<file path="src/rtl/core/ubvc_pkg.sv">
// Shared constants, payload types and pipeline record for the baud value calculator.
package ubvc_pkg;

	localparam int FRACTION_BITS   = 32;
	localparam int BAUD_W          = 28;
	localparam int CLK_W           = 32;
	localparam int SAMPLES_W       = 5;
	localparam int VALUE_W         = 16;
	localparam int PROD_W          = SAMPLES_W + BAUD_W;
	localparam int WORD_W          = 64;
	localparam int STEPS_PER_STAGE = 4;
	localparam int DIV_STAGES      = WORD_W / STEPS_PER_STAGE;

	localparam logic [SAMPLES_W-1:0] SAMPLES_RESET = SAMPLES_W'(16);

	typedef struct packed {
		logic [BAUD_W-1:0] baud_rate;
		logic [CLK_W-1:0]  clock_hz;
	} req_t;

	typedef struct packed {
		logic [VALUE_W-1:0] baud_reg;
		logic               out_of_range;
	} res_t;

	// The word holds numerator bits still to shift out at the top and quotient
	// bits shifted in at the bottom.
	typedef struct packed {
		logic [WORD_W-1:0] word;
		logic [CLK_W-1:0]  rem;
		logic [CLK_W-1:0]  den;
		logic              flag;
	} div_t;

endpackage

</file>
<file path="src/rtl/core/ubvc_div_stage.sv">
// One registered slice of the restoring divider, a few quotient bits per stage.
module ubvc_div_stage (
	input  logic           clk,
	input  logic           arst_n,
	input  logic           valid_in,
	input  ubvc_pkg::div_t data_in,
	output logic           valid_s1,
	output ubvc_pkg::div_t data_s1
);
	import ubvc_pkg::*;

	logic [WORD_W-1:0] word;
	logic [CLK_W-1:0]  rem;
	logic [CLK_W:0]    trial;

	always_comb begin
		word  = data_in.word;
		rem   = data_in.rem;
		trial = '0;
		for (int i = 0; i < STEPS_PER_STAGE; i++) begin
			trial = {rem, word[WORD_W-1]};
			word  = {word[WORD_W-2:0], 1'b0};
			if (trial >= {1'b0, data_in.den}) begin
				trial   = trial - {1'b0, data_in.den};
				word[0] = 1'b1;
			end
			rem = trial[CLK_W-1:0];
		end
	end

	always_ff @(posedge clk or negedge arst_n) begin
		if (!arst_n) begin
			valid_s1 <= 1'b0;
		end else begin
			valid_s1 <= valid_in;
		end
	end

	always_ff @(posedge clk) begin
		data_s1.word <= word;
		data_s1.rem  <= rem;
		data_s1.den  <= data_in.den;
		data_s1.flag <= data_in.flag;
	end

endmodule

</file>
<file path="config.mk">
export PLATFORM = sky130hd
export DESIGN_NAME = ubvc_div_stage
export DESIGN_NICKNAME = d
export VERILOG_FILES = /design/src/rtl/core/ubvc_pkg.sv /design/src/rtl/core/ubvc_div_stage.sv
export SDC_FILE = /design/constraint.sdc
export NUM_CORES = 1
export LEC_CHECK = 0
export CAP_MARGIN = 20
export CORE_MARGIN = 2
export CORE_UTILIZATION = 59
export CTS_BUF_LIST = sky130_fd_sc_hd__clkbuf_8
export DETAILED_ROUTE_END_ITERATION = 16
export DONT_BUFFER_PORTS = 1
export GPL_TIMING_DRIVEN = 0
export MAX_ROUTING_LAYER = met4
export PLACE_DENSITY = 0.75
export REMOVE_ABC_BUFFERS = 1
export SYNTH_ARGS = -nofsm -noshare
export SYNTH_HDL_FRONTEND = slang
export SYNTH_SLANG_ARGS = --single-unit
</file>
<file path="constraint.sdc">
create_clock -name clk -period 0.8 [get_ports clk]
set_clock_uncertainty 0.2 [all_clocks]
set_input_delay 0 -clock clk [delete_from_list [all_inputs] [get_ports clk]]
set_output_delay 0 -clock clk [all_outputs]
set_load 0.005 [all_outputs]
</file>
==> run summary <==
==========================================================================================
Outcome                                                                       complete, but fails checks
Violations in the final reports                                               hold timing, setup timing
Total global routing overflow                                                            0
Deepest level of the CTS H-tree                                                          4
Count of distinct cell types in the synthesized netlist                                 74
Ratio of final minimum period to clock period                                         13.5
Final core utilization                                                               0.824
Wire length per cell after detailed routing                                        23.1 µm
Global-route usage over all layers                                                   0.391
Proportion of layout cells with a drive suffix above 1                               0.328
Synthesized cell area                                                            10400 µm²
Unrepaired setup endpoints after global routing                                       true
Register area share after synthesis                                                  0.252
Kind of end point of the critical path                                            register
Largest net degree at the start of global routing                                       27
CTS Root Cell                                                                 sky130_fd_sc_hd__clkbuf_8
Most common cell after layout, fill and taps aside                            sky130_fd_sc_hd__dfxtp_2
Inserted Diodes                                                                          0
Sort of element at the start of the critical path                                input pin
Hold Fails Final Rpt                                                                   110
Count of vias placed by the detailed router                                          10800
Maximum fanout along the worst path                                                      8
Starting Density                                                                     0.601
Net Switching                                                                      33.1 mW
Hold-critical path depth                                                                 0
First-pass GRT wire length                                                        54100 µm
Peak ir drop on the vdd network                                                  0.00310 V
P&R area growth vs syn                                                               37.2%
Number of buffers and inverters on the critical path                                     8
Cell internal power dissipation                                                    40.8 mW
Net Sw Frac                                                                          0.448
First DRT Iteration DRCs                                                               998
Number of maximum-capacitance constraint violations                                      0
Type of the most critical hold path                                              in -> reg
Core area                                                                        17200 µm²
Number of antenna violations at the first check in global routing                        0
Overall power consumption                                                          73.8 mW
Fraction of registers with async set or reset after synthesis                      0.00769
Clock edge transition at the registers on the reported setup and hold paths        0.11 ns
Comb pwr share                                                                       0.795
Worst setup margin                                                               -10.02 ns
Global placer's final weighted congestion                                            0.947
Per-instance average area after synthesis                                         8.51 µm²
Crit-path slowest cell                                                        sky130_fd_sc_hd__a2111oi_4
Critical path data arrival time                                                   10.98 ns
Post-Route WL                                                                     38300 µm
Die width                                                                           136 µm
Max clock buf depth                                                                      2
DIE HEIGHT                                                                          136 µm
Final setup fails                                                                      166
Final net count                                                                       1688
Top cell family by delay on the critical path                                 compound AO/OA/AOI/OAI gates
Finished Cell Area                                                               14200 µm²
Timing startpoint of the critical path                                          data_in[2]
Count of nets left with antenna violations after detail routing                          0
CTS Buf Count                                                                           17
Worst setup path class                                                           in -> reg
Number of warnings reported in the yosys synthesis log                                   0
Placed instance area                                                             10600 µm²
Number of vias per cell                                                               6.50
Cell leakage power                                                                 6.18 nW
Clock network fraction of design power                                               0.082
DR DRC count                                                                             0
Vias in the first global route                                                       10200
Worst hold slack                                                                 -0.678 ns
1st-pass router iterations                                                               6
Power Density                                                                  5200 nW/µm²
Clock sink count                                                                       130
# rows                                                                                  48
Half-perimeter wire length after detailed placement                               23600 µm
Critical path required time                                                        0.96 ns
Worst max-slew margin expressed relative to the limit                                0.446
Primary flip-flop cell chosen by synthesis mapping                            sky130_fd_sc_hd__dfxtp_1
Most frequent cells in the layout                                             122 x sky130_fd_sc_hd__dfxtp_2, 101 x sky130_fd_sc_hd__nand2_1, 96 x sky130_fd_sc_hd__ha_1
Count of flip-flops with a built-in enable after synthesis                               0
Reg power frac                                                                       0.123
Die area                                                                         18600 µm²
Endpoint of the worst hold path                                                data_s1[32]
Boundary Pins                                                                          262
Biggest cell delay along the critical path                                         0.46 ns
Number of buffers inserted by port buffering                                             0
Count of final max-slew check failures                                                   0
Start point of the worst min-delay path                                        data_in[32]
TritonCTS clock tree                                                                 built
Count of state elements after synthesis                                                130
Cell type with the highest occurrence count on the critical path              sky130_fd_sc_hd__o31ai_4
Final critical delay including setup and external delays                          10.82 ns
Post-synthesis instance total                                                         1217
Transition time at the pin with the least slew margin                             0.820 ns
Highest Clock Rate                                                                92.4 MHz
==========================================================================================
-- cells in the mapped netlist, drive strengths merged, types with 5 or more instances --
cell,n,area (µm²)
a211oi,12,90.1
a21boi,8,67.6
a21o,55,413
a21oi,102,526
a31oi,9,56.3
and2,6,37.5
and3,16,100
and4,7,61.3
buf,10,62.6
clkbuf,9,33.8
dfxtp,129,2580
ha,128,1600
inv,72,270
mux2,64,792
mux2i,5,50.1
nand2,105,394
nand2b,17,106
nand3,23,115
nand4,22,138
nor2,59,221
nor2b,17,106
nor3,22,115
o21a,19,143
o21ai,105,526
o21bai,19,143
o31ai,12,95.1
or2,7,43.8
xnor2,63,552
xor2,39,342
-- timing repair --
item / CTS / global route
gates resized for setup: 288 / 85
gates cloned: 6 / 1
setup buffers: 77 / 29
pin swaps: 51 / 58
hold buffers: 87 / 7
hold endpoints to repair: 121 / 105
setup endpoints to repair: 166 / 166
-- sequential cells by signal, indices dropped and copies added (netlist names) --
register,flops
data_s1,129
valid_s1,1
-- logic make-up (layout without fill, tap and decap cells) --
logic type,after synthesis,count (layout),share of synthesized area
buffers and inverters,91,309,0.0354
AOI/OAI and AO/OA,379,381,0.235
xor gates and xnor gates,102,102,0.0863
DFF,130,130,0.252
and+or+nand+nor,314,314,0.148
muxes,69,69,0.0813
adders and majority gates,132,132,0.162
-- final cells by class --
class                           instances  area, µm²
Clock buffer                           17        234
Clock inverter                         15        171
Fill cell                             993       3030
Inverter                               72        323
Multi-Input combinational cell        998       8440
Sequential cell                       130       2790
Tap cell                              225        282
Timing Repair Buffer                  205       1970
-- metal layers --
metal | track usage | vias up | routed length [µm]
li1 | - | 4867 | -
met2 | 0.614 | 705 | 17500
met4 | 0.241 | 0 | 2640
met1 | 0.446 | 4989 | 14300
met3 | 0.0988 | 234 | 3890
met5 | - | - | 0
-- per-stage QoR --
stage	std cells	setup TNS (ns)	hold slack (ns)	setup WS, ns
floorplan	1198	-426.25	-0.496	-12.47
finish	1662	-367.74	-0.678	-10.02
global placement	1423	-605.63	-0.496	-17.74
CTS	1628	-362.01	-0.685	-9.80
detailed placement	1426	-540.55	-0.496	-15.91
global route	1662	-376.57	-0.692	-10.16
-- power by group through the flow --
| stage | combinational, mW | sequential [mW] | clock [mW] |
|---|---|---|---|
| after CTS | 53.2 | 9.08 | 6.05 |
| after global routing | 61.9 | 9.17 | 6.39 |
| final | 58.7 | 9.09 | 6.04 |
| after floorplan | 31.6 | 8.64 | 0 |
| after detailed placement | 40.4 | 8.94 | 0 |
| after global placement | 38.2 | 8.84 | 0 |
-- how the worst max path moves through the flow --
stage,to,cells after the start
floorplan,data_s1[34],49
global placement,data_s1[49],49
detailed placement,data_s1[56],51
CTS,data_s1[34],55
global route,data_s1[47],55
finish,data_s1[49],53
(Power assumes the default switching activity.)
