[src/rtl/core/ubvc_pkg.sv]
// Shared constants, payload types and pipeline record for the baud value calculator.
package ubvc_pkg;

	localparam int FRACTION_BITS   = 32;
	localparam int BAUD_W          = 28;
	localparam int CLK_W           = 32;
	localparam int SAMPLES_W       = 5;
	localparam int VALUE_W         = 16;
	localparam int PROD_W          = SAMPLES_W + BAUD_W;
	localparam int WORD_W          = 64;
	localparam int STEPS_PER_STAGE = 4;
	localparam int DIV_STAGES      = WORD_W / STEPS_PER_STAGE;

	localparam logic [SAMPLES_W-1:0] SAMPLES_RESET = SAMPLES_W'(16);

	typedef struct packed {
		logic [BAUD_W-1:0] baud_rate;
		logic [CLK_W-1:0]  clock_hz;
	} req_t;

	typedef struct packed {
		logic [VALUE_W-1:0] baud_reg;
		logic               out_of_range;
	} res_t;

	// The word holds numerator bits still to shift out at the top and quotient
	// bits shifted in at the bottom.
	typedef struct packed {
		logic [WORD_W-1:0] word;
		logic [CLK_W-1:0]  rem;
		logic [CLK_W-1:0]  den;
		logic              flag;
	} div_t;

endpackage

[src/rtl/core/ubvc_front.sv]
// Front stage: oversampling register, product, numerator and range flag.
module ubvc_front (
	input  logic                     clk,
	input  logic                     arst_n,
	input  logic                     start,
	input  ubvc_pkg::req_t           request,
	input  logic                     cfg_we,
	input  logic [ubvc_pkg::SAMPLES_W-1:0] cfg_wdata,
	output logic                     valid_s1,
	output ubvc_pkg::div_t           data_s1
);
	import ubvc_pkg::*;

	logic [SAMPLES_W-1:0] samples_q;
	logic [PROD_W-1:0]    prod;
	logic [WORD_W-1:0]    num;
	logic                 flag;

	always_ff @(posedge clk or negedge arst_n) begin
		if (!arst_n) begin
			samples_q <= SAMPLES_RESET;
		end else if (cfg_we) begin
			samples_q <= cfg_wdata;
		end
	end

	always_comb begin
		prod = PROD_W'(samples_q) * PROD_W'(request.baud_rate);
		num  = WORD_W'(prod) << FRACTION_BITS;
		flag = (request.clock_hz == '0) || (prod > PROD_W'(request.clock_hz));
	end

	always_ff @(posedge clk or negedge arst_n) begin
		if (!arst_n) begin
			valid_s1 <= 1'b0;
		end else begin
			valid_s1 <= start;
		end
	end

	always_ff @(posedge clk) begin
		data_s1.word <= num;
		data_s1.rem  <= '0;
		data_s1.den  <= request.clock_hz;
		data_s1.flag <= flag;
	end

endmodule

[config.mk]
export PLATFORM = sky130hd
export DESIGN_NAME = ubvc_front
export DESIGN_NICKNAME = d
export VERILOG_FILES = /design/src/rtl/core/ubvc_pkg.sv /design/src/rtl/core/ubvc_front.sv
export SDC_FILE = /design/constraint.sdc
export NUM_CORES = 1
export LEC_CHECK = 0
export BUFFER_PORTS_ARGS = -buffer_cell sky130_fd_sc_hd__buf_2
export CAP_MARGIN = 5
export CORE_UTILIZATION = 50
export DETAILED_ROUTE_END_ITERATION = 10
export PLACE_DENSITY = 0.77
export SLEW_MARGIN = 30
export SYNTH_ARGS = -nofsm -noshare
export SYNTH_HDL_FRONTEND = slang
export SYNTH_SLANG_ARGS = --single-unit
[constraint.sdc]
create_clock -name clk -period 17.9 [get_ports clk]
set_input_delay 1.79 -clock clk [delete_from_list [all_inputs] [get_ports clk]]
set_output_delay 1.79 -clock clk [all_outputs]
set_load 0.03 [all_outputs]
==> results of run 1 <==
-- registers in the layout (all words and copies together), names as in the netlist --
name       count
samples_q      5
valid_s1       1
data_s1       65
-- cell families (layout without fill, tap and decap cells) --
kind of cell,count (synthesis),in the layout,synth area share
AOI/OAI and AO/OA,107,107,0.103
and+or+nand+nor,240,240,0.182
DFF,71,71,0.202
other,1,65,0.000521
buffers and inverters,185,255,0.130
adders and majority gates,151,151,0.344
muxes,5,5,0.00782
xor gates and xnor gates,26,26,0.0316
-- power breakdown --
group / internal, W / total, W / switching (W)
logic: 0.000336 / 0.000865 / 0.000529
registers: 0.000206 / 0.000226 / 0.0000200
clock network: 0.000126 / 0.000194 / 0.0000679
total: 0.000668 / 0.00128 / 0.000616
-- area by class of cell --
class / count / area (µm²)
inverter: 105 / 394
fill: 1244 / 5820
multi-input combinational: 593 / 5050
tap: 180 / 225
sequential: 71 / 1450
timing repair buffer: 134 / 671
clock inverter: 5 / 81.3
antenna: 1 / 2.50
clock buffer: 11 / 243
-- cell usage after synthesis (6+ instances only) --
master	count	area share
and2_1	110	0.096
o21ai_0	17	0.012
xnor2_1	21	0.026
clkbuf_1	16	0.0083
fa_1	78	0.22
nand2_1	52	0.027
dfxtp_1	65	0.18
nor3_1	6	0.0042
inv_1	105	0.055
nand4_1	12	0.010
a21o_1	20	0.021
buf_4	64	0.067
a21oi_1	38	0.026
nor4_1	9	0.0078
nor2_1	21	0.011
nand2b_1	8	0.0070
nand3_1	9	0.0063
ha_1	73	0.13
-- worst max-delay path by stage --
stage / startpoint / endpoint / slack, ps
2_1_floorplan: request[45] / data_s1[0]$_DFF_P_ / 11300
3_3_place_gp: request[40] / data_s1[0]$_DFF_P_ / 10940
3_5_place_dp: request[40] / data_s1[0]$_DFF_P_ / 10840
4_1_cts: request[40] / data_s1[0]$_DFF_P_ / 11180
5_1_grt: request[40] / data_s1[0]$_DFF_P_ / 10740
6_report: request[42] / data_s1[0]$_DFF_P_ / 11150
-- worst max-delay path, stage by stage --
cell,delay [ps]
buf_2,120
and2_1,170
fa_1,500
fa_1,540
inv_1,50
fa_1,530
inv_1,40
ha_1,370
a22oi_1,220
nand2_1,90
o32ai_1,240
a21oi_1,170
a21o_2,260
a21oi_1,190
nor2_1,70
a211oi_1,320
ha_1,180
nand4_1,110
nor2_1,150
nand4_1,130
nor4_1,390
a21oi_1,130
a21oi_1,130
nand2_1,60
-- routing by layer --
layer  part of all wire  routed length (µm)  global-route usage
met1               0.46                7320               0.303
met2               0.44                6980               0.355
met3              0.071                1130              0.0398
met4              0.030                 472              0.0903
met5                  0                   0                   0
-- per-stage QoR --
| stage | cell area (µm²) | cells | hold slack (ps) | utilization | setup slack (ps) |
|---|---|---|---|---|---|
| 2_1_floorplan | 7430 | 849 | 681 | - | 11300 |
| 3_3_place_gp | 7790 | 1083 | 840 | 0.559 | 10940 |
| 3_5_place_dp | 7790 | 1083 | 850 | 0.559 | 10840 |
| 4_1_cts | 8110 | 1099 | 858 | 0.582 | 11180 |
| 5_1_grt | 8120 | 1100 | 899 | 0.582 | 10740 |
| 6_report | 8120 | 1100 | 857 | 0.582 | 11150 |
==> out/qor.csv, run 1 <==
stage;metric;value;unit
routing;vias;5505;
sta;slew_viol_final;0;
worst_setup_path;worstReg2RegEnd;data_s1[0]$_DFF_P_;
die;core_region_area;13900;µm²
routing;drcViolationCount;0;
placed_design;detailed_place_hpwl;13.4;mm
die;die_h;122;µm
cells_and_area;layout_common_cells;buf_2 (134), and2_1 (110), inv_1 (105);
synth;synthArstFlopShare;0.0845;
worst_setup_path;r2r-start;samples_q[3]$_DFFE_PN0P_;
power_and_ir_drop;power.total;0.00128;W
global_routing;track_usage;0.225;
clocking;cts_resized;0;
sta;hold_viol_final;0;
die;row_count;43;
sta;fin_skew;3.78;ps
power_and_ir_drop;ir_drop;0.0612;mV
synth;syn_area_per_cell;9.16;µm²
clocking;postCtsHoldBufs;0;
flow_run;cap_viol_max_count;0;
synth;synth_edf_count;0;
worst_setup_path;reg2regPathDepth;23;
worst_setup_path;cp_max_fo;6;
sta;setup_violations;0;
clocking;cts_buffer_depth;2;
clocking;clk_pin_slew_worst_paths;60;ps
clocking;clkSinkCount;71;
global_routing;grt_antenna_before_repair;1;
synth;syn-instance-count;786;
die;die_area;14900;µm²
synth;synthFlopType;dfxtp_1;
clocking;clockRootBuffer;clkbuf_16;
worst_hold_path;hp-start;samples_q[4]$_DFFE_PN1P_;
sta;max_freq;148;MHz
global_routing;grt_pass1_wl;25.8;mm
clocking;cts_buffers;9;
power_and_ir_drop;p_leak;4.31;nW
clocking;cts-htree-levels;3;
sta;fin_setup_tns;0;ps
global_routing;grt_overflow_total;0;
worst_setup_path;cp.arrival;6970;ps
routing;viasPerCell;5.00;
worst_hold_path;hold_depth;1;
routing;firstDrtPassIters;5;
worst_hold_path;hp-class;flop to flop;
worst_setup_path;start_kind;primary input;
worst_setup_path;path_class;primary input to flop;
routing;ant_nets;0;
routing;wl_per_cell;14.5;µm
die;ios;199;
clocking;post_cts_buffers;0;
worst_setup_path;critical_path_required;18120;ps
sta;rsz0062_at_grt;no;
sta;worst_pin_slew;869;ps
sta;slew_headroom;0.420;
cells_and_area;final_nets;1134;
placed_design;io_buffers;134;
die;start_util;0.516;
routing;wirelength;15.9;mm
global_routing;grt_max_degree;30;
worst_hold_path;hold_end;samples_q[4]$_DFFE_PN1P_;
routing;drt_iter0_markers;240;
die;fp.dieW;122;µm
global_routing;grt_pass1_vias;5270;
clocking;cts_tree;done;
synth;ys.warnings.count;0;
worst_setup_path;reg2reg_slack;11830;ps
placed_design;place.gp.congestion;0.878;
run_status;status;finished, final reports clean;
synth;syn_area;7200;µm²
sta;period_minus_slack;6750;ps
cells_and_area;syn2layout_area_growth;12.8;%
cells_and_area;final_common_cell;buf_2;
synth;synth.distinct_cells;49;
clocking;clk_latency;340;ps
worst_setup_path;critical_path.endpoint_type;flop;
sta;post-route-period-util;0.377;
synth;synth-seq-cells;71;
synth;synth-seq-area-share;0.202;
cells_and_area;drive_gt1_frac;0.180;
power_and_ir_drop;pwr_density_cell;158;nW/µm²
Note: power is estimated with default switching activity, not from simulation.
==> run 2: changes to the inputs <==
CORE_UTILIZATION = 49   (was 50)
PLACE_DENSITY = 0.79   (was 0.77)
clock period = 5.86 ns   (was 17.9 ns; I/O delays follow)
==> out/qor.csv, run 2 (same netlist as run 1, synthesis figures left out) <==
stage;metric;value;unit;change
run_status;status;finished, final reports clean;;unchanged
sta;whs;56.2;ps;was 857 ps
clocking;clkSinkCount;71;;unchanged
routing;drcViolationCount;0;;unchanged
worst_setup_path;cp_max_fo;10;;was 6
global_routing;grt_max_degree;30;;unchanged
cells_and_area;n_fill_cell;1259;;was 1244
die;ios;199;;unchanged
routing;wl_per_cell;14.6;µm;was 14.5 µm
die;fp.dieW;123;µm;was 122 µm
worst_setup_path;reg2reg_slack;230;ps;was 11830 ps
worst_setup_path;critical_path_required;6090;ps;was 18120 ps
worst_setup_path;reg2regPathDepth;21;;was 23
sta;period_minus_slack;5630;ps;
routing;ant_nets;0;;unchanged
sta;rsz0062_at_grt;yes;;was no
clocking;cts_buffer_depth;2;;unchanged
die;start_util;0.511;;was 0.516
global_routing;grt_antenna_before_repair;0;;was 1
sta;worst_pin_slew;848;ps;was 869 ps
placed_design;detailed_place_hpwl;13.7;mm;was 13.4 mm
power_and_ir_drop;ir_drop;0.211;mV;was 0.0612 mV
routing;vias;5590;;was 5505
sta;max_freq;178;MHz;
routing;wl_met2;7.37;mm;was 6.98 mm
worst_setup_path;path_class;flop to flop;;was primary input to flop
cells_and_area;drive_gt1_frac;0.208;;was 0.180
flow_run;cap_viol_max_count;0;;unchanged
worst_hold_path;hp-class;primary input to async pin;;was flop to flop
routing;m1WireLength;7.53;mm;was 7.32 mm
cells_and_area;syn2layout_area_growth;14.9;%;was 12.8%
cells_and_area;utilization;0.587;;was 0.582
cells_and_area;largest-register;data_s1;;unchanged
cells_and_area;diodes;0;;was 1
clocking;clockRootBuffer;clkbuf_16;;unchanged
cells_and_area;reg.largest.list;data_s1: 65 flops, samples_q: 5 flops, valid_s1: 1 flops;;unchanged
clocking;cts_tree;done;;unchanged
placed_design;place.gp.congestion;0.843;;was 0.878
routing;wirelength;16.3;mm;was 15.9 mm
worst_setup_path;cp.arrival;5850;ps;was 6970 ps
worst_setup_path;start_kind;flop;;was primary input
die;die_h;123;µm;was 122 µm
cells_and_area;final_nets;1149;;was 1134
clocking;cts-htree-levels;3;;unchanged
clocking;clk_latency;340;ps;about the same
worst_setup_path;worstReg2RegEnd;data_s1[0]$_DFF_P_;;unchanged
sta;slew_headroom;0.435;;was 0.420
clocking;cts_buffers;9;;unchanged
sta;post-route-period-util;0.960;;
cells_and_area;final_common_cell;buf_2;;unchanged
die;core_region_area;14100;µm²;was 13900 µm²
sta;hold_viol_final;0;;unchanged
global_routing;grt_overflow_total;0;;unchanged
global_routing;grt_pass1_wl;25.6;mm;was 25.8 mm
power_and_ir_drop;p_leak;4.38;nW;was 4.31 nW
routing;met3_length;1.16;mm;was 1.13 mm
worst_setup_path;r2r-start;samples_q[4]$_DFFE_PN1P_;;was samples_q[3]$_DFFE_PN0P_
clocking;postCtsHoldBufs;0;;unchanged
routing;drt_iter0_markers;260;;was 240
routing;maxUsedRoutingLayer;met4;;unchanged
die;die_area;15200;µm²;was 14900 µm²
placed_design;io_buffers;134;;unchanged
clocking;clk_pin_slew_worst_paths;60;ps;about the same
die;row_count;43;;unchanged
global_routing;grt_pass1_vias;5195;;was 5270
global_routing;track_usage;0.219;;was 0.225
routing;viasPerCell;5.02;;was 5.00
power_and_ir_drop;pwr_density_cell;491;nW/µm²;was 158 nW/µm²
sta;setup_violations;0;;unchanged
sta;slew_viol_final;0;;unchanged
worst_setup_path;critical_path.endpoint_type;flop;;unchanged
cells_and_area;layout_common_cells;buf_2 (134), and2_1 (110), inv_1 (105);;unchanged
routing;firstDrtPassIters;5;;unchanged
sta;fin_skew;5.41;ps;was 3.78 ps
cells_and_area;largest_reg_flops;65;;unchanged
[run 2: area by class of cell]
class,instances,area (µm²),area share
Timing Repair Buffer,149,787,0.0952
Clock inverter,6,67.6,0.00817
Tap cell,180,225,0.0272
Clock buffer,10,239,0.0289
Multi-Input combinational cell,593,5100,0.616
Inverter,105,394,0.0477
Sequential cell,71,1460,0.176
[run 2: metal layers]
layer  global-route usage  vias to the layer above
met5                    0                        -
met4               0.0557                        0
met3               0.0452                       17
met2                0.354                      239
met1                0.297                     2628
li1                     -                     2706
[run 2: power breakdown]
group / total (W) / leakage, nW / internal [W] / switching (W)
sequential: 0.000682 / 0.616 / 0.000631 / 0.0000511
combinational: 0.00281 / 3.62 / 0.00112 / 0.00169
clock: 0.000566 / 0.145 / 0.000343 / 0.000223
[run 2: critical path, cell delays in order, from the launching register on]
cell and delay (ps):
dfstp_4 670, buf_6 150, and2_1 140, fa_1 440, fa_1 510, fa_1 410, ha_1 310, a21o_1 200
or3_1 330, o211ai_2 180, a21oi_1 130, o211ai_1 270, nand2_1 120, o41ai_2 240, xnor2_1 210, ha_1 320
a2111oi_2 300, nand2_1 100, a211oi_2 150, o21ai_0 110, a21oi_1 160, nand2_1 60
[run 2: worst max-delay path by stage]
stage | startpoint | to | slack (ps) | depth (start not counted)
finish | samples_q[4]$_DFFE_PN1P_ | data_s1[0]$_DFF_P_ | 230 | 21
global route | samples_q[4]$_DFFE_PN1P_ | data_s1[0]$_DFF_P_ | -50 | 25
CTS | samples_q[2]$_DFFE_PN0P_ | data_s1[0]$_DFF_P_ | 10 | 23
detailed placement | request[40] | data_s1[0]$_DFF_P_ | -20 | 24
global placement | request[43] | data_s1[0]$_DFF_P_ | 190 | 21
floorplan | samples_q[4]$_DFFE_PN1P_ | data_s1[0]$_DFF_P_ | 210 | 24
[run 2: what timing repair did]
item,4_1_cts,5_1_grt
buffers inserted,0,4
gates resized for setup,0,19
setup endpoints to repair,0,1
[run 2: metrics by stage]
step | TNS [ps] | instances | worst slack (ps) | cell area (µm²) | power, W
after global placement | 0 | 1094 | 193 | 7870 | 0.00333
after detailed placement | -19.1 | 1094 | -19.1 | 7870 | 0.00341
after global routing | -47.8 | 1114 | -47.8 | 8270 | 0.00443
final | 0 | 1114 | 235 | 8270 | 0.00406
after floorplan | 0 | 849 | 212 | 7430 | 0.00271
after CTS | 0 | 1110 | 15.0 | 8180 | 0.00400
