### src/rtl/core/ubvc_pkg.sv
// Shared constants, payload types and pipeline record for the baud value calculator.
package ubvc_pkg;

	localparam int FRACTION_BITS   = 32;
	localparam int BAUD_W          = 28;
	localparam int CLK_W           = 32;
	localparam int SAMPLES_W       = 5;
	localparam int VALUE_W         = 16;
	localparam int PROD_W          = SAMPLES_W + BAUD_W;
	localparam int WORD_W          = 64;
	localparam int STEPS_PER_STAGE = 4;
	localparam int DIV_STAGES      = WORD_W / STEPS_PER_STAGE;

	localparam logic [SAMPLES_W-1:0] SAMPLES_RESET = SAMPLES_W'(16);

	typedef struct packed {
		logic [BAUD_W-1:0] baud_rate;
		logic [CLK_W-1:0]  clock_hz;
	} req_t;

	typedef struct packed {
		logic [VALUE_W-1:0] baud_reg;
		logic               out_of_range;
	} res_t;

	// The word holds numerator bits still to shift out at the top and quotient
	// bits shifted in at the bottom.
	typedef struct packed {
		logic [WORD_W-1:0] word;
		logic [CLK_W-1:0]  rem;
		logic [CLK_W-1:0]  den;
		logic              flag;
	} div_t;

endpackage

### src/rtl/core/ubvc_back.sv
// Back stage: scale from the ratio, baud value extraction and result register.
module ubvc_back (
	input  logic           clk,
	input  logic           arst_n,
	input  logic           valid_in,
	input  ubvc_pkg::div_t data_in,
	output logic           done,
	output ubvc_pkg::res_t result
);
	import ubvc_pkg::*;

	localparam logic [WORD_W-1:0] ONE_FIXED = WORD_W'(1) << FRACTION_BITS;

	logic [WORD_W-1:0] scale;
	logic [WORD_W-1:0] scale_sh;

	always_comb begin
		scale    = ONE_FIXED - data_in.word;
		scale_sh = scale << VALUE_W;
	end

	always_ff @(posedge clk or negedge arst_n) begin
		if (!arst_n) begin
			done <= 1'b0;
		end else begin
			done <= valid_in;
		end
	end

	always_ff @(posedge clk) begin
		result.baud_reg     <= scale_sh[FRACTION_BITS +: VALUE_W];
		result.out_of_range <= data_in.flag;
	end

endmodule

### config.mk
export PLATFORM = sky130hd
export DESIGN_NAME = ubvc_back
export DESIGN_NICKNAME = d
export VERILOG_FILES = /design/src/rtl/core/ubvc_pkg.sv /design/src/rtl/core/ubvc_back.sv
export SDC_FILE = /design/constraint.sdc
export NUM_CORES = 1
export LEC_CHECK = 0
export CAP_MARGIN = 20
export CORE_MARGIN = 2
export CORE_UTILIZATION = 25
export DETAILED_ROUTE_END_ITERATION = 10
export DONT_BUFFER_PORTS = 1
export MAX_ROUTING_LAYER = met4
export PLACE_DENSITY_LB_ADDON = 0.2
export SYNTH_ARGS = -nofsm -noshare
export SYNTH_HDL_FRONTEND = slang
export SYNTH_SLANG_ARGS = --single-unit
### constraint.sdc
create_clock -name clk -period 0.95 [get_ports clk]
set_clock_uncertainty 0.05 [all_clocks]
set_input_delay 0.1425 -clock clk [delete_from_list [all_inputs] [get_ports clk]]
set_output_delay 0.1425 -clock clk [all_outputs]
set_load 0.01 [all_outputs]
==> results of run 1 <==
flip-flops by register name, summed over array words and instances (netlist names):
name    flops
result     17
done        1
routing by layer:
layer  global-route usage [%]  vias up
met5                        -        -
met4                     5.84        0
met3                     1.53        0
met2                     22.1       39
met1                     18.8      317
li1                         -      327
logic make-up (layout without fill, tap and decap cells):
logic type	after synthesis	after routing
and+or+nand+nor	34	35
DFF	18	18
xor gates and xnor gates	9	9
AOI/OAI and AO/OA	7	7
buffers and inverters	2	37
metrics by stage:
stage	std cells	area [um2]	hold WS [ps]	setup TNS (ps)
finish	139	1270	-130	-844
CTS	133	1200	-135	-750
global route	139	1270	-128	-1770
floorplan	70	847	-203	-4110
global placement	105	896	-203	-5850
detailed placement	105	896	-203	-6190
worst paths after layout:
path,endpoint,slack (ps)
max,result[5],-130
min,result[3],-130
max in group asynchronous,done,210
min in group asynchronous,done,540
repair_timing:
| item | 4_1_cts | 5_1_grt |
|---|---|---|
| pin swaps | 7 | 17 |
| cloned | 1 | 0 |
| buffers inserted | 6 | 4 |
| endpoints found under the hold margin | 19 | 4 |
| gates resized for setup | 7 | 7 |
| setup endpoints to repair | 13 | 15 |
| hold buffers | 17 | 2 |
cells in the final DEF (no fill, tap or decap):
master                           count
sky130_fd_sc_hd__buf_4              11
sky130_fd_sc_hd__buf_6               3
sky130_fd_sc_hd__clkbuf_4            3
sky130_fd_sc_hd__clkbuf_8            1
sky130_fd_sc_hd__dfrtp_1             1
sky130_fd_sc_hd__dfxtp_1            17
sky130_fd_sc_hd__dlygate4sd3_1      16
sky130_fd_sc_hd__dlymetal6s4s_1      3
sky130_fd_sc_hd__nand2_1             2
sky130_fd_sc_hd__nand2_4             1
sky130_fd_sc_hd__nand3_1             2
sky130_fd_sc_hd__nand4_4             2
sky130_fd_sc_hd__nor2_1             10
sky130_fd_sc_hd__nor2_4              2
sky130_fd_sc_hd__nor3_1              1
sky130_fd_sc_hd__nor3_2              2
sky130_fd_sc_hd__nor3_4              3
sky130_fd_sc_hd__nor4_2              1
sky130_fd_sc_hd__nor4_4              6
sky130_fd_sc_hd__o21a_1              3
sky130_fd_sc_hd__o31a_1              1
sky130_fd_sc_hd__o41a_1              3
sky130_fd_sc_hd__or2_4               1
sky130_fd_sc_hd__or3_4               1
sky130_fd_sc_hd__or4_1               1
sky130_fd_sc_hd__xnor2_1             8
sky130_fd_sc_hd__xor2_1              1
final cells by class:
class / count / area, um2 / share of cell area (%)
clock buffers: 4 / 36.3 / 2.85
flip-flops and latches: 18 / 365 / 28.7
repair buffers: 33 / 314 / 24.7
multi-input cells: 51 / 517 / 40.6
well taps: 33 / 41.3 / 3.24
power breakdown:
group          switching [mW]  leakage, nW  total (mW)  internal [mW]
Clock                   0.241       0.0210       0.474          0.233
Sequential             0.0397        0.155       0.836          0.796
Combinational          0.0637        0.333       0.178          0.114
Total                   0.344        0.509        1.49           1.14
==> qor.yml, run 1 <==
synth_top_flop_cell: "sky130_fd_sc_hd__dfxtp_1"
cts.sinks: 18
ys_ff_latch: 18
hold_ws_ps: -130
violations: "hold timing, setup timing"
area_growth_syn_to_fin_pct: 67.2
setup-violations-final: 14
global_route.usage.total_pct: 14.3
yosys-mux-area-fraction_pct: 0
power_density_nw_per_um2: 1170
vias_per_cell: 4.91
fin_crit_sh_pct: 113
syn-mean-instance-area_um2: 10.9
final_max_slew_viol_count: 0
avgRoutedWirePerCell_um: 17.0
met1_length_um: 961
clockRootBuffer: "sky130_fd_sc_hd__clkbuf_4"
num_io_pins: 150
timing_hold_violations_final: 2
grt_first_pass_wirelength_um: 3560
dieWidth_um: 59.2
rsz0062_at_grt: "yes"
outcome: "complete, but fails checks"
worst_setup_hold_path_clk_slew_ps: 100
die_area_um2: 3510
tritoncts: "yes"
placeableCoreArea_um2: 2980
die_y_um: 59.2
number_of_nets_in_the_layout: 239
hold_start: "data_in[83]"
asyncSetResetFlopFracSynth_pct: 5.56
synthesis.yosys.warnings: 0
synthesis.area_um2: 762
highest_metal_used: "met3"
slew_headroom_pct: 76.3
initial_core_util_pct: 25.6
drc: 0
finalWeightedCongestion: 0.766
drtIter0Drc: 26
synth_area_leader_cell: "sky130_fd_sc_hd__dfxtp_1"
final_antenna_net_count: 0
path_cells: "dlygate4sd3_1, nor4_4, xnor2_1"
syn_nets: 202
path_delay_family: "buffers and inverters"
final.fill_count: 278
critical_path.max_stage_delay_ps: 590
routed_wirelength_um: 2360
post_synth_xor_area_fraction_pct: 10.3
clock_tree.buffer_depth: 2
cts-htree-levels: 1
cts-buffers-inserted: 3
synth_simple_gate_area_share_pct: 30.2
grt_antenna_before_repair: 0
layout.core_utilization_pct: 42.8
routed-wl-met2_um: 1200
synthAdderAreaFrac_pct: 0
leakagePower_nw: 0.509
synth_compound_gate_area_share_pct: 8.54
post_synth_most_frequent_cells: "17 x sky130_fd_sc_hd__dfxtp_1, 12 x sky130_fd_sc_hd__nor2_1, 8 x sky130_fd_sc_hd__xnor2_1"
maximum_number_of_pins_on_one_net_before_global_route_repair: 11
placementRows: 20
most_used_standard_cell_by_instance_count_after_synthesis: "sky130_fd_sc_hd__dfxtp_1"
synth_edf_count: 0
maxCapViolCount: 0
port_buffers: 0
crit_start: "data_in[84]"
cp.arrival_ps: 1240
max_slew.worst_pin.slew_ps: 353
hold_path.class: "in2reg"
worst_ir_drop_vdd_mv: 0.409
dr_wl_met3_um: 201
yosys-top-cells-area: "sky130_fd_sc_hd__dfxtp_1 45%, sky130_fd_sc_hd__nor4_2 9.9%, sky130_fd_sc_hd__xnor2_1 9.2%"
critical_path_peak_fanout: 3
dr_total_vias: 683
dp_worst_setup_slack_ps: -460
synth_cell_type_count: 19
first_global_vias: 723
worst_setup_path_start_kind: "input pin"
grt-ovfl-total: 0
yosysSeqAreaShare_pct: 47.9
worst-path-buf-inv: 1
kind_of_capture_point_of_the_worst_setup_path: "flip-flop"
syn_inst: 70
timing.setup.critical_path_class: "in2reg"
crit_path_top_delay_cell: "sky130_fd_sc_hd__dlygate4sd3_1"
synth_top_family_by_area: "simple AND/OR/NAND/NOR gates"
clock.fmax_mhz: 928
final_layout_size_suffix_gt1_share_pct: 34.9
synthDominantCellAreaShare_pct: 44.7
detailed_place_hpwl_um: 1620
finalCriticalPeriod_ps: 1080
critical_path_required_ps: 1110
worst_path_setup_slack_after_routing_ps: -127
detail_route.first_pass.iterations: 4
finalPower_mw: 1.49
critical_path_depth: 3
holdPathStages: 1
antenna_cells_inserted: 0
(Power assumes the default switching activity.)
==> run 2, diff against run 1 <==
--- a/config.mk
+++ b/config.mk
@@ -11,7 +11,7 @@
 export DETAILED_ROUTE_END_ITERATION = 10
 export DONT_BUFFER_PORTS = 1
 export MAX_ROUTING_LAYER = met4
-export PLACE_DENSITY_LB_ADDON = 0.2
+export PLACE_DENSITY = 0.35
 export SYNTH_ARGS = -nofsm -noshare
 export SYNTH_HDL_FRONTEND = slang
 export SYNTH_SLANG_ARGS = --single-unit
==> qor.yml, run 2 (synthesized netlist as in run 1, its figures left out) <==
placeableCoreArea_um2: 2980  # unchanged
drc: 0  # unchanged
first_global_vias: 670  # -7.3%
maxCapViolCount: 0  # unchanged
antenna_cells_inserted: 0  # unchanged
violations: "setup timing"
num_io_pins: 150  # unchanged
cts-buffers-inserted: 3  # unchanged
max_slew.worst_pin.slew_ps: 279  # -73.7 ps
tritoncts: "yes"
critical_path_required_ps: 1130  # +20 ps
rsz0062_at_grt: "yes"
clock.fmax_mhz: 940  # +1.2%
critical_path_peak_fanout: 3  # unchanged
grt-ovfl-total: 0  # unchanged
clockRootBuffer: "sky130_fd_sc_hd__clkbuf_4"
final_cell_count_no_fill: 133  # -4.3%
dp_worst_setup_slack_ps: -419  # +41.2 ps
die_y_um: 59.2  # unchanged
dr_total_vias: 650  # -4.8%
clock_tree.buffer_depth: 2  # unchanged
totalNegativeSetupSlack_ps: -586  # +258 ps
timing.setup.critical_path_class: "in2reg"
worst_ir_drop_vdd_mv: 0.640  # +57%
finalWeightedCongestion: 0.658  # -14%
holdPathStages: 4  # +3
initial_core_util_pct: 25.6  # unchanged
path_cells: "dlygate4sd3_1, o41a_1, nor2_1"
power_density_nw_per_um2: 1190  # +2.1%
grt_antenna_before_repair: 0  # unchanged
drtIter0Drc: 27  # +3.8%
max_reg_flops: 17  # unchanged
global_route.usage.total_pct: 12.4  # -1.9 points
kind_of_capture_point_of_the_worst_setup_path: "flip-flop"
dieWidth_um: 59.2  # unchanged
worst_setup_hold_path_clk_slew_ps: 110  # about the same
worst_path_setup_slack_after_routing_ps: -114  # +13.2 ps
vias_per_cell: 4.89  # -0.54%
layout_top_registers: "result: 17 flops, done: 1 flops"
detail_route.first_pass.iterations: 4  # unchanged
port_buffers: 0  # unchanged
layout.core_utilization_pct: 41.8  # -0.92 points
final_max_slew_viol_count: 0  # unchanged
grt_first_pass_wirelength_um: 3020  # -15%
setup-violations-final: 12  # -2
hold_path.class: "in2reg"
avgRoutedWirePerCell_um: 16.8  # -0.98%
placementRows: 20  # unchanged
die_area_um2: 3510  # unchanged
final_antenna_net_count: 0  # unchanged
cts.sinks: 18  # unchanged
final_layout_size_suffix_gt1_share_pct: 31.0  # -3.9 points
commonest_cells_after_routing_fill_and_taps_aside: "17 x sky130_fd_sc_hd__dlygate4sd3_1, 17 x sky130_fd_sc_hd__dfxtp_1, 10 x sky130_fd_sc_hd__nor2_1, 7 x sky130_fd_sc_hd__xnor2_1, 6 x sky130_fd_sc_hd__nor4_4"
detailed_place_hpwl_um: 1570  # -2.9%
routed_wirelength_um: 2240  # -5.3%
maximum_number_of_pins_on_one_net_before_global_route_repair: 14  # +3
crit_path_top_delay_cell: "sky130_fd_sc_hd__dlygate4sd3_1"
fin_crit_sh_pct: 112  # -1.4 points
area_growth_syn_to_fin_pct: 63.5
largest-register: "result"
outcome: "complete, but fails checks"
cp.arrival_ps: 1250  # about the same
critical_path.max_stage_delay_ps: 570  # -20 ps
cts-htree-levels: 1  # unchanged
worst_setup_path_start_kind: "input pin"
placedCellCount: 107  # +1.9%
hold_ws_ps: 45.3  # +176 ps
number_of_nets_in_the_layout: 233  # -2.5%
leakagePower_nw: 0.473  # -7.0%
timing_hold_violations_final: 0  # -2
slew_headroom_pct: 81.2  # +4.9 points
finalCriticalPeriod_ps: 1060  # -13.2 ps
==> run 2: cell types whose count changed in the layout (fill, tap and decap cells not counted), sizes merged <==
cell,delta
nand4,-1
clkbuf,+1
buf,-7
dlygate4sd3,+1
==> run 2: through the flow <==
stage	power, mW	instance area [um2]
after CTS	1.51	1170
after global routing	1.57	1250
after floorplan	0.913	847
final	1.49	1250
after detailed placement	0.936	923
after global placement	0.936	923
==> run 2: path summary, 6_finish.rpt <==
check / from / end / slack (ps)
worst max-delay path: data_in[90] / result[11] / -110
min in group asynchronous: arst_n / done / 550
max in group asynchronous: arst_n / done / 200
worst min-delay path: data_in[83] / result[9] / 50
==> run 2: routing by layer <==
| metal | global-route usage [%] | part of all wire (%) | vias up |
|---|---|---|---|
| li1 | - | - | 317 |
| met1 | 14.6 | 41 | 293 |
| met2 | 19.5 | 49 | 38 |
| met3 | 4.59 | 9.0 | 2 |
| met4 | 3.90 | 0.54 | 0 |
| met5 | - | 0 | - |
==> run 2: final cells by class <==
cell class / instances / area (um2)
clock buffer: 4 / 36.3
fill: 303 / 1730
multi-input combinational: 50 / 498
sequential: 18 / 365
tap: 33 / 41.3
timing repair buffer: 28 / 305
==> run 2: report_power, final <==
| group | switching [mW] | internal, mW |
|---|---|---|
| clock network | 0.246 | 0.233 |
| registers | 0.0378 | 0.796 |
| logic | 0.0607 | 0.112 |
| total | 0.345 | 1.14 |
==> run 2: what timing repair did <==
action | CTS | global route
hold buffers | 20 | 0
pin swaps | 0 | 20
resized for setup | 2 | 10
cloned | 0 | 1
setup buffers | 0 | 1
endpoints found under the hold margin | 19 | 0
endpoints found under the setup margin | 9 | 14
==> run 2: worst max-delay path, delay by kind of cell <==
kind / cells / cell delay (ps)
buffers and inverters: 1 / 570
AND/OR/NAND/NOR: 1 / 100
AO/OA/AOI/OAI: 1 / 430
==> run 3, diff against run 2 <==
==> constraint.sdc (replaced) <==
create_clock -name clk -period 0.95 [get_ports clk]
set_clock_uncertainty 0.05 [all_clocks]
set_input_delay 0.2375 -clock clk [delete_from_list [all_inputs] [get_ports clk]]
set_output_delay 0.2375 -clock clk [all_outputs]
set_load 0.01 [all_outputs]
==> qor.yml, run 3 (synthesized netlist as in run 1, its figures left out) <==
outcome: "complete, but fails checks"
violations: "setup timing"
cp.arrival_ps: 1340  # +90 ps
final_max_slew_viol_count: 0  # unchanged
avgRoutedWirePerCell_um: 16.2  # -3.5%
layout.cells.most_common: "sky130_fd_sc_hd__dfxtp_2"
critical_path.max_stage_delay_ps: 400  # -170 ps
hold_path.class: "in2reg"
crit_path_top_delay_cell: "sky130_fd_sc_hd__o41a_1"
grt_antenna_before_repair: 0  # unchanged
maximum_number_of_pins_on_one_net_before_global_route_repair: 14  # unchanged
timing.setup.critical_path_class: "in2reg"
cts-htree-levels: 1  # unchanged
dpl_cell_area_um2: 923  # unchanged
first_global_vias: 629  # -6.1%
antenna_cells_inserted: 0  # unchanged
fin_crit_sh_pct: 122  # +9.8 points
clockRootBuffer: "sky130_fd_sc_hd__clkbuf_4"
drtIter0Drc: 7  # -74%
num_io_pins: 150  # unchanged
routed_wirelength_um: 2030  # -9.3%
rsz0062_at_grt: "yes"
slew_headroom_pct: 76.8  # -4.4 points
final_area_um2: 1140  # -8.4%
setup-violations-final: 19  # +7
dr_total_vias: 617  # -5.1%
die_y_um: 59.2  # unchanged
finalWeightedCongestion: 0.659  # +0.11%
final.fill_count: 304  # +0.33%
power_density_nw_per_um2: 1270  # +6.4%
vias_per_cell: 4.94  # +1.0%
timing_hold_violations_final: 0  # unchanged
global_route.usage.total_pct: 11.9  # -0.51 points
worst_path_setup_slack_after_routing_ps: -207  # -93.3 ps
initial_core_util_pct: 25.6  # unchanged
detailed_place_hpwl_um: 1570  # -0.39%
placeableCoreArea_um2: 2980  # unchanged
critical_path_required_ps: 1130  # about the same
layout.core_utilization_pct: 38.3  # -3.5 points
grt_first_pass_wirelength_um: 2820  # -6.6%
worst_setup_path_start_kind: "input pin"
finalPower_mw: 1.45  # -2.6%
worst_setup_hold_path_clk_slew_ps: 100  # about the same
number_of_nets_in_the_layout: 225  # -3.4%
detail_route.first_pass.iterations: 4  # unchanged
path_delay_family: "simple AND/OR/NAND/NOR gates"
finalCriticalPeriod_ps: 1160  # +93.3 ps
clock.fmax_mhz: 864  # -8.1%
placementRows: 20  # unchanged
hold_ws_ps: 42.7  # -2.55 ps
die_area_um2: 3510  # unchanged
totalNegativeSetupSlack_ps: -1960  # -1370 ps
kind_of_capture_point_of_the_worst_setup_path: "flip-flop"
critical_path_peak_fanout: 13  # +10
commonest_cells_after_routing_fill_and_taps_aside: "16 x sky130_fd_sc_hd__dfxtp_2, 12 x sky130_fd_sc_hd__dlygate4sd3_1, 10 x sky130_fd_sc_hd__nor2_1, 7 x sky130_fd_sc_hd__xnor2_1, 7 x sky130_fd_sc_hd__buf_4"
dieWidth_um: 59.2  # unchanged
max_slew.worst_pin.slew_ps: 345  # +65.4 ps
path_cells: "nor4_4, nand4_4, buf_12, o41a_1, nor2_1"
tritoncts: "yes"
area_growth_syn_to_fin_pct: 49.8
cts-buffers-inserted: 3  # unchanged
clock_tree.buffer_depth: 2  # unchanged
cts.sinks: 18  # unchanged
port_buffers: 0  # unchanged
maxCapViolCount: 0  # unchanged
leakagePower_nw: 0.400  # -16%
drc: 0  # unchanged
layout_top_registers: "result: 17 flops, done: 1 flops"
final_layout_size_suffix_gt1_share_pct: 50.0  # +19 points
grt-ovfl-total: 0  # unchanged
worst-path-buf-inv: 1  # unchanged
max_reg_flops: 17  # unchanged
final_antenna_net_count: 0  # unchanged
largest-register: "result"
worst_ir_drop_vdd_mv: 0.555  # -13%
run 3: changes by cell type in the layout (fill, tap and decap cells not counted), sizes merged:
cell          previous run  this run
dlygate4sd3             17        12
dlymetal6s4s             3         0
buf                      7         8
clkbuf                   5         4
run 3: final timing paths:
| path | slack [ps] | from | end | depth (start not counted) |
|---|---|---|---|---|
| max in group asynchronous | 650 | arst_n | done | 1 |
| worst min-delay path | 40 | data_in[84] | result[4] | 2 |
| worst max-delay path | -210 | data_in[73] | result[11] | 5 |
| min in group asynchronous | 100 | arst_n | done | 1 |
run 3: timing repair:
action	in CTS	in global routing
buffers inserted	1	1
gates resized for setup	19	2
gates cloned	0	0
hold endpoints to repair	12	0
hold buffers	12	0
pin swaps	3	4
endpoints found under the setup margin	33	34
run 3: final cells by class:
cell class | instances | area, um2 | area share (%)
Clock buffer | 4 | 36.3 | 3.18
Multi-Input combinational cell | 50 | 485 | 42.5
Tap cell | 33 | 41.3 | 3.62
Timing Repair Buffer | 20 | 193 | 16.9
Sequential cell | 18 | 385 | 33.8
run 3: stage by stage:
stage / setup slack (ps) / std cells
6_report: -207 / 125
5_1_grt: -245 / 125
4_1_cts: -191 / 124
3_5_place_dp: -514 / 107
3_3_place_gp: -492 / 107
2_1_floorplan: -448 / 70
run 3: metal layers:
metal | GRT usage (%) | up-vias | share of wire, %
li1 | - | 296 | -
met1 | 12.1 | 279 | 38
met2 | 19.5 | 38 | 50
met3 | 5.68 | 4 | 11
met4 | 4.87 | 0 | 1.0
met5 | - | - | 0
run 3: where the power goes:
part           switching [mW]  total (mW)  internal, mW
clock                   0.241       0.475         0.233
combinational          0.0458       0.131        0.0849
sequential             0.0380       0.842         0.804
total                   0.325        1.45          1.12
